`config.mk`:
```
export PLATFORM = sky130hd
export DESIGN_NAME = mcst_ctrl
export DESIGN_NICKNAME = d
export VERILOG_FILES = /design/src/rtl/mcst_pkg.sv /design/src/rtl/mcst_ctrl.sv
export SDC_FILE = /design/constraint.sdc
export NUM_CORES = 1
export LEC_CHECK = 0
export BUFFER_PORTS_ARGS = -buffer_cell sky130_fd_sc_hd__buf_4
export CAP_MARGIN = 20
export CORE_MARGIN = 2
export CORE_UTILIZATION = 30
export CTS_BUF_LIST = sky130_fd_sc_hd__clkbuf_4 sky130_fd_sc_hd__clkbuf_8 sky130_fd_sc_hd__clkbuf_16
export CTS_CLUSTER_DIAMETER = 100
export CTS_CLUSTER_SIZE = 10
export DETAILED_ROUTE_END_ITERATION = 6
export MAX_ROUTING_LAYER = met4
export PLACE_DENSITY = 0.55
export SLEW_MARGIN = 20
export SYNTH_ARGS = -nofsm -noshare
export SYNTH_HDL_FRONTEND = slang
export SYNTH_SLANG_ARGS = --single-unit
```
`constraint.sdc`:
```
create_clock -name clk -period 1.75 [get_ports clk]
set_input_delay 0.4375 -clock clk [delete_from_list [all_inputs] [get_ports clk]]
set_output_delay 0.4375 -clock clk [all_outputs]
set_load 0.1 [all_outputs]
```
`src/rtl/mcst_pkg.sv`:
```
// Shared types and constants for the min-count segment tree unit.
package mcst_pkg;

    localparam int ValueWidth = 48;
    localparam int PosWidth   = 11;
    localparam int KindWidth  = 2;
    localparam int InDataWidth  = 136;
    localparam int OutDataWidth = 72;

    localparam logic signed [ValueWidth-1:0] EMPTY_MIN = 48'sh7FFF_FFFF_FFFF;

    localparam logic [KindWidth-1:0] KIND_INSERT = 2'd0;
    localparam logic [KindWidth-1:0] KIND_QUERY  = 2'd1;
    localparam logic [KindWidth-1:0] KIND_SEARCH = 2'd2;

    typedef enum logic [3:0] {
        ST_CLEAR,
        ST_IDLE,
        ST_DECODE,
        ST_INS_LEAF,
        ST_INS_CHK,
        ST_INS_WR,
        ST_Q_CHK,
        ST_Q_COMB,
        ST_S_RD,
        ST_S_CMP,
        ST_RESP
    } state_t;

    typedef struct packed {
        logic load;
        logic cfg_wr;
        logic clr_step;
        logic ins_leaf;
        logic ins_rd;
        logic ins_wr;
        logic q_rd;
        logic q_comb;
        logic s_rd;
        logic s_cmp;
        logic out_load;
    } cmd_t;

    typedef struct packed {
        logic                 clr_done;
        logic [KindWidth-1:0] kind;
        logic                 ins_ok;
        logic                 range_ok;
        logic                 idx_gt1;
        logic                 l_lt_r;
        logic                 s_hit;
        logic                 s_more;
        logic                 out_busy;
    } status_t;

endpackage

```
`src/rtl/mcst_ctrl.sv`:
```
// Controller state machine sequencing clear, insert, query and search.
module mcst_ctrl
    import mcst_pkg::*;
(
    input  logic    clk,
    input  logic    rst_n,
    input  logic    in_valid,
    input  logic    cfg_valid,
    input  status_t status,
    output logic    in_ready,
    output cmd_t    cmd
);

    state_t state_reg;
    state_t state_next;

    always_ff @(posedge clk or negedge rst_n)
    begin
        if (!rst_n)
        begin
            state_reg <= ST_CLEAR;
        end
        else
        begin
            state_reg <= state_next;
        end
    end

    always_comb
    begin
        state_next = state_reg;
        cmd        = '0;
        in_ready   = 1'b0;
        unique case (state_reg)
            ST_CLEAR:
            begin
                cmd.clr_step = 1'b1;
                if (status.clr_done)
                begin
                    state_next = ST_IDLE;
                end
            end
            ST_IDLE:
            begin
                in_ready = !cfg_valid;
                if (in_valid && !cfg_valid)
                begin
                    cmd.load   = 1'b1;
                    state_next = ST_DECODE;
                end
            end
            ST_DECODE:
            begin
                unique case (status.kind)
                    KIND_INSERT: state_next = status.ins_ok ? ST_INS_LEAF : ST_RESP;
                    KIND_QUERY:  state_next = status.range_ok ? ST_Q_CHK : ST_RESP;
                    KIND_SEARCH: state_next = status.range_ok ? ST_S_RD : ST_RESP;
                    default:     state_next = ST_RESP;
                endcase
            end
            ST_INS_LEAF:
            begin
                cmd.ins_leaf = 1'b1;
                state_next   = ST_INS_CHK;
            end
            ST_INS_CHK:
            begin
                if (status.idx_gt1)
                begin
                    cmd.ins_rd = 1'b1;
                    state_next = ST_INS_WR;
                end
                else
                begin
                    state_next = ST_RESP;
                end
            end
            ST_INS_WR:
            begin
                cmd.ins_wr = 1'b1;
                state_next = ST_INS_CHK;
            end
            ST_Q_CHK:
            begin
                if (status.l_lt_r)
                begin
                    cmd.q_rd   = 1'b1;
                    state_next = ST_Q_COMB;
                end
                else
                begin
                    state_next = ST_RESP;
                end
            end
            ST_Q_COMB:
            begin
                cmd.q_comb = 1'b1;
                state_next = ST_Q_CHK;
            end
            ST_S_RD:
            begin
                cmd.s_rd   = 1'b1;
                state_next = ST_S_CMP;
            end
            ST_S_CMP:
            begin
                cmd.s_cmp  = 1'b1;
                state_next = (status.s_hit || !status.s_more) ? ST_RESP : ST_S_RD;
            end
            ST_RESP:
            begin
                if (!status.out_busy)
                begin
                    cmd.out_load = 1'b1;
                    state_next   = ST_IDLE;
                end
            end
            default:
            begin
                state_next = ST_CLEAR;
            end
        endcase
        cmd.cfg_wr = cfg_valid;
        if (cfg_valid)
        begin
            state_next = ST_CLEAR;
        end
    end

endmodule

```
# Word level (Yosys, flattened, before mapping)
# Cells that the tools add are included.
word_totals:
  word_cells: 51
  regBits: 4
classes:
  mux: 27
  reduce_logical: 8
  eq_ne: 15
ops:
  columns: ["operator", "n"]
  rows:
  - ["one-hot mux 4 bit (10 select lines)", 1]
  - ["2-to-1 mux 4 bit", 8]
  - ["== test 4 x 3 -> 1 bit (second input constant)", 4]
  - ["2-to-1 mux 1 bit", 15]
  - ["== test 4 bit (second input constant)", 3]
  - ["one-hot mux 4 bit (3 select lines)", 1]
  - ["!= test 3 bit (second input constant)", 3]
  - ["== test 4 x 2 -> 1 bit (second input constant)", 2]
  - ["== test 4 x 1 -> 1 bit (second input constant)", 1]
  - ["logical NOT 4 bit", 1]
  - ["2-to-1 mux 2 bit", 2]
  - ["AND reduction 3 bit", 1]
  - ["== test 2 x 1 -> 1 bit (second input constant)", 1]
  - ["== test 2 bit (second input constant)", 1]
  - ["logical NOT 1 bit", 2]
  - ["logical NOT 2 bit", 1]
  - ["OR reduction 2 bit", 1]
  - ["logical AND 1 bit", 1]
  - ["logical OR 1 bit", 1]

# Depth between registers and ports, before layout
depth:
  depth_word: 5
  depth_mapped: 5
  mapped_depth_nobuf: 4

# Worst setup path after synthesis
# Ideal clock, no wire load.
synth_timing:
  kind: "register -> output"
  startpoint: "register state_reg[3]"
  endpoint: "output port cmd[10] (netlist bit)"
  required_time_ns: 1.312
  setup_slack_ns: -2.417
  arrival_time_ns: 3.729
  path_buffers: 0
  path_stages_with_launch: 4
  path_cell_list: "dfrtp_1 -> or2_4 -> nor3_1 -> and2_1"
synth_lines:
  columns: ["item", "line_no", "text"]
  rows:
  - ["start: declaration", "mcst_ctrl.sv:14", "state_t state_reg;"]
  - ["start signal: assignment", "mcst_ctrl.sv:25", "state_reg <= state_next;"]
  - ["end: declaration", "mcst_ctrl.sv:11", "output cmd_t cmd"]

==> flow_metrics.py <==
metrics = {
    "run_status": {
        "outcome": "finished, violations left",
        "violations": "negative setup slack",
    },
    "clock_network": {
        "cts_made_buffers": 3,
        "clk_pin_slew_worst_paths_ns": 0.04,
        "clockRootBuffer": "clkbuf_4",
        "cts_sinks": 4,
        "cts_max_level": 1,
        "clk-insertion-delay-late_ns": 0.25,
        "tritoncts": "yes",
        "clk_path_buf_depth": 2,
    },
    "timing": {
        "rsz0062_at_grt": "yes",
        "final.min_clock_period_ns": 1.88,
        "hold_violations": 0,
        "drv_slew": 0,
        "tightest_slew_ns": 0.355,
        "fin_setup_tns_ns": -0.725,
        "setup_violations": 8,
        "skew_ns": 0.00598,
        "period_share_pct": 107,
        "setup_slack_ns": -0.131,
        "fmax_ghz": 0.532,
        "slew_headroom_pct": 76.3,
    },
    "logic_synthesis": {
        "syn_area_per_cell_sq_um": 7.09,
        "yosys.area_share.adder_pct": 0,
        "yosysMostFrequentCell": "nor2_1",
        "synthXorXnorAreaFrac_pct": 0,
        "synth_flop_cell": "dfrtp_1",
        "synth_top_area_share_pct": 21.4,
        "synth-seq-cells": 4,
        "synth_fp_nets": 80,
        "netlist_top_cells_count": "nor2_1, nor3_1, nand2_1, nand2b_1",
        "muxShareOfSynthArea_pct": 2.14,
        "postSynthCellCount": 66,
        "synthArstFlopShare_pct": 100,
        "synth_area_leader_cell": "dfrtp_1",
        "syn_area_sq_um": 468,
        "synth_top_family_by_area": "simple AND/OR/NAND/NOR gates",
        "synth_seq_area_share_pct": 21.4,
        "synth_compound_area_share_pct": 22.2,
        "ys_top_cells_by_area": "dfrtp_1, nor2_1, nor3_1, nand2b_1, nand2_1",
        "yosys_warnings": 0,
        "synth_edf_count": 0,
        "synth_simple_gate_area_share_pct": 44.9,
        "yosys.cell_types.count": 28,
    },
    "route": {
        "wirelength_um": 1760,
        "drc_errors": 0,
        "detail_route.wl_per_cell_um": 14.8,
        "dr.pass1.iters": 4,
        "num_vias": 651,
        "drt-initial-drc-count": 16,
        "ant_nets": 0,
        "detail_route.vias_per_cell": 5.47,
    },
    "min_path": {
        "hold_start": "in_valid",
        "hold_path_class": "in2reg",
        "hold_depth": 2,
        "whs_endpoint": "state_reg[0]",
    },
    "grt": {
        "grtUsageTotal_pct": 21.3,
        "antenna_found_initial": 0,
        "grt_pass1_wl_um": 2870,
        "grt_start_max_net_pins": 12,
        "gr-total-overflow": 0,
        "grt_pass1_vias": 619,
    },
    "power_and_ir_drop": {
        "vdd.ir_drop.worst_uv": 632,
        "p_leak_uw": 0.000438,
        "powerDensity_nw_per_um2": 1200,
    },
    "finish": {
        "n_antenna_cell": 0,
        "layout-drive-gt1-share_pct": 61.2,
        "fin_nets": 119,
        "largest_reg_flops": 4,
        "post-route-util_pct": 69.9,
        "area_growth_pct": 122,
    },
    "die": {
        "row_count": 14,
        "coreArea_sq_um": 1490,
        "fp.dieW_um": 43.5,
        "io_pins": 26,
        "die_h_um": 43.5,
        "die_area_sq_um": 1890,
        "initial_core_util_pct": 31.4,
    },
    "place": {
        "globalplace.congestion": 0.795,
        "hpwl_um": 1310,
        "io_buffer_count": 25,
    },
    "critical_path": {
        "r2r.worst_path.cells": 5,
        "cp-end-kind": "output pin",
        "crit_path_start_kind": "register",
        "r2r-end": "state_reg[0]",
        "critPathKind": "reg2out",
        "r2r_setup_slack_ns": 0.09,
        "cp_max_fo": 6,
        "r2r-start": "state_reg[3]",
        "crit_required_ns": 1.31,
        "arrival_ns": 1.44,
    },
    "job": {
        "maxCapViolCount": 0,
    },
}
-- layer usage --
layer | track usage, % | vias to the layer above | routed length (um)
li1 | - | 311 | -
met1 | 26.0 | 310 | 737
met2 | 37.0 | 26 | 929
met3 | 1.25 | 4 | 64
met4 | 7.27 | 0 | 30
met5 | - | - | 0
-- worst max-delay path, cell delays in order (launching register included) --
cell and delay, ns:
dfrtp_2 0.43, or2_4 0.27, buf_12 0.14, nor3_4 0.16
buf_12 0.20
-- placed cells by master (no fill, tap or decap), drive strengths merged --
cell / n
nor4: 1
or4: 2
a21o: 1
o211ai: 1
clkbuf: 3
o311a: 1
a221oi: 1
o32a: 1
and3: 1
nand2b: 5
dfrtp: 4
or2: 1
or3b: 1
o21ai: 4
a211oi: 1
dlygate4sd3: 1
nor2b: 2
inv: 4
nand2: 6
nor2: 11
o22ai: 1
mux2i: 1
nor3: 8
a31oi: 1
a311o: 1
buf: 38
and2: 1
-- through the flow --
step                      worst slack [ns]  total power [uW]  cell area, sq um  instances  hold WS [ns]
after floorplan                     -0.607               706               578         66         0.142
after global placement              0.0977               937               846        113         0.236
after detailed placement            0.0527               944               846        113         0.238
after CTS                           -0.126              1190               998        118         0.435
after global routing                -0.172              1300              1040        119         0.438
final                               -0.131              1250              1040        119         0.430
-- worst max path at each step --
| stage | slack [ns] | end | depth (start not counted) | startpoint |
|---|---|---|---|---|
| after global routing | -0.17 | cmd[10] | 4 | state_reg[3] |
| after detailed placement | 0.05 | cmd[8] | 4 | state_reg[3] |
| final | -0.13 | cmd[8] | 4 | state_reg[3] |
| after floorplan | -0.61 | cmd[10] | 3 | state_reg[3] |
| after CTS | -0.13 | cmd[8] | 4 | state_reg[3] |
| after global placement | 0.1 | cmd[10] | 4 | state_reg[3] |
-- area by class of cell --
class	instances	area [sq um]
repair buffers	39	438
multi-input cells	53	444
flip-flops and latches	4	101
fillers	119	448
inverters	4	15.0
well taps	16	20.0
clock buffers	3	22.5
-- repair_timing --
| action | 4_1_cts | 5_1_grt |
|---|---|---|
| setup endpoints to repair | 11 | 12 |
| hold endpoints to repair | 4 | 0 |
| resized for setup | 27 | 10 |
| hold buffers | 1 | 0 |
| cloned | 0 | 0 |
| buffers inserted | 1 | 1 |
| pin swaps | 1 | 2 |
-- kinds of logic (layout without fill, tap and decap cells) --
family	after synthesis	after routing
and+or+nand+nor	39	39
buffers and inverters	9	46
AOI/OAI and AO/OA	13	13
muxes	1	1
DFF	4	4
-- power by group --
part / internal, uW / switching, uW
clock: 77.4 / 48.0
combinational: 406 / 573
sequential: 114 / 28.8
total: 598 / 650
No activity file was read; power rests on OpenSTA's default activity.
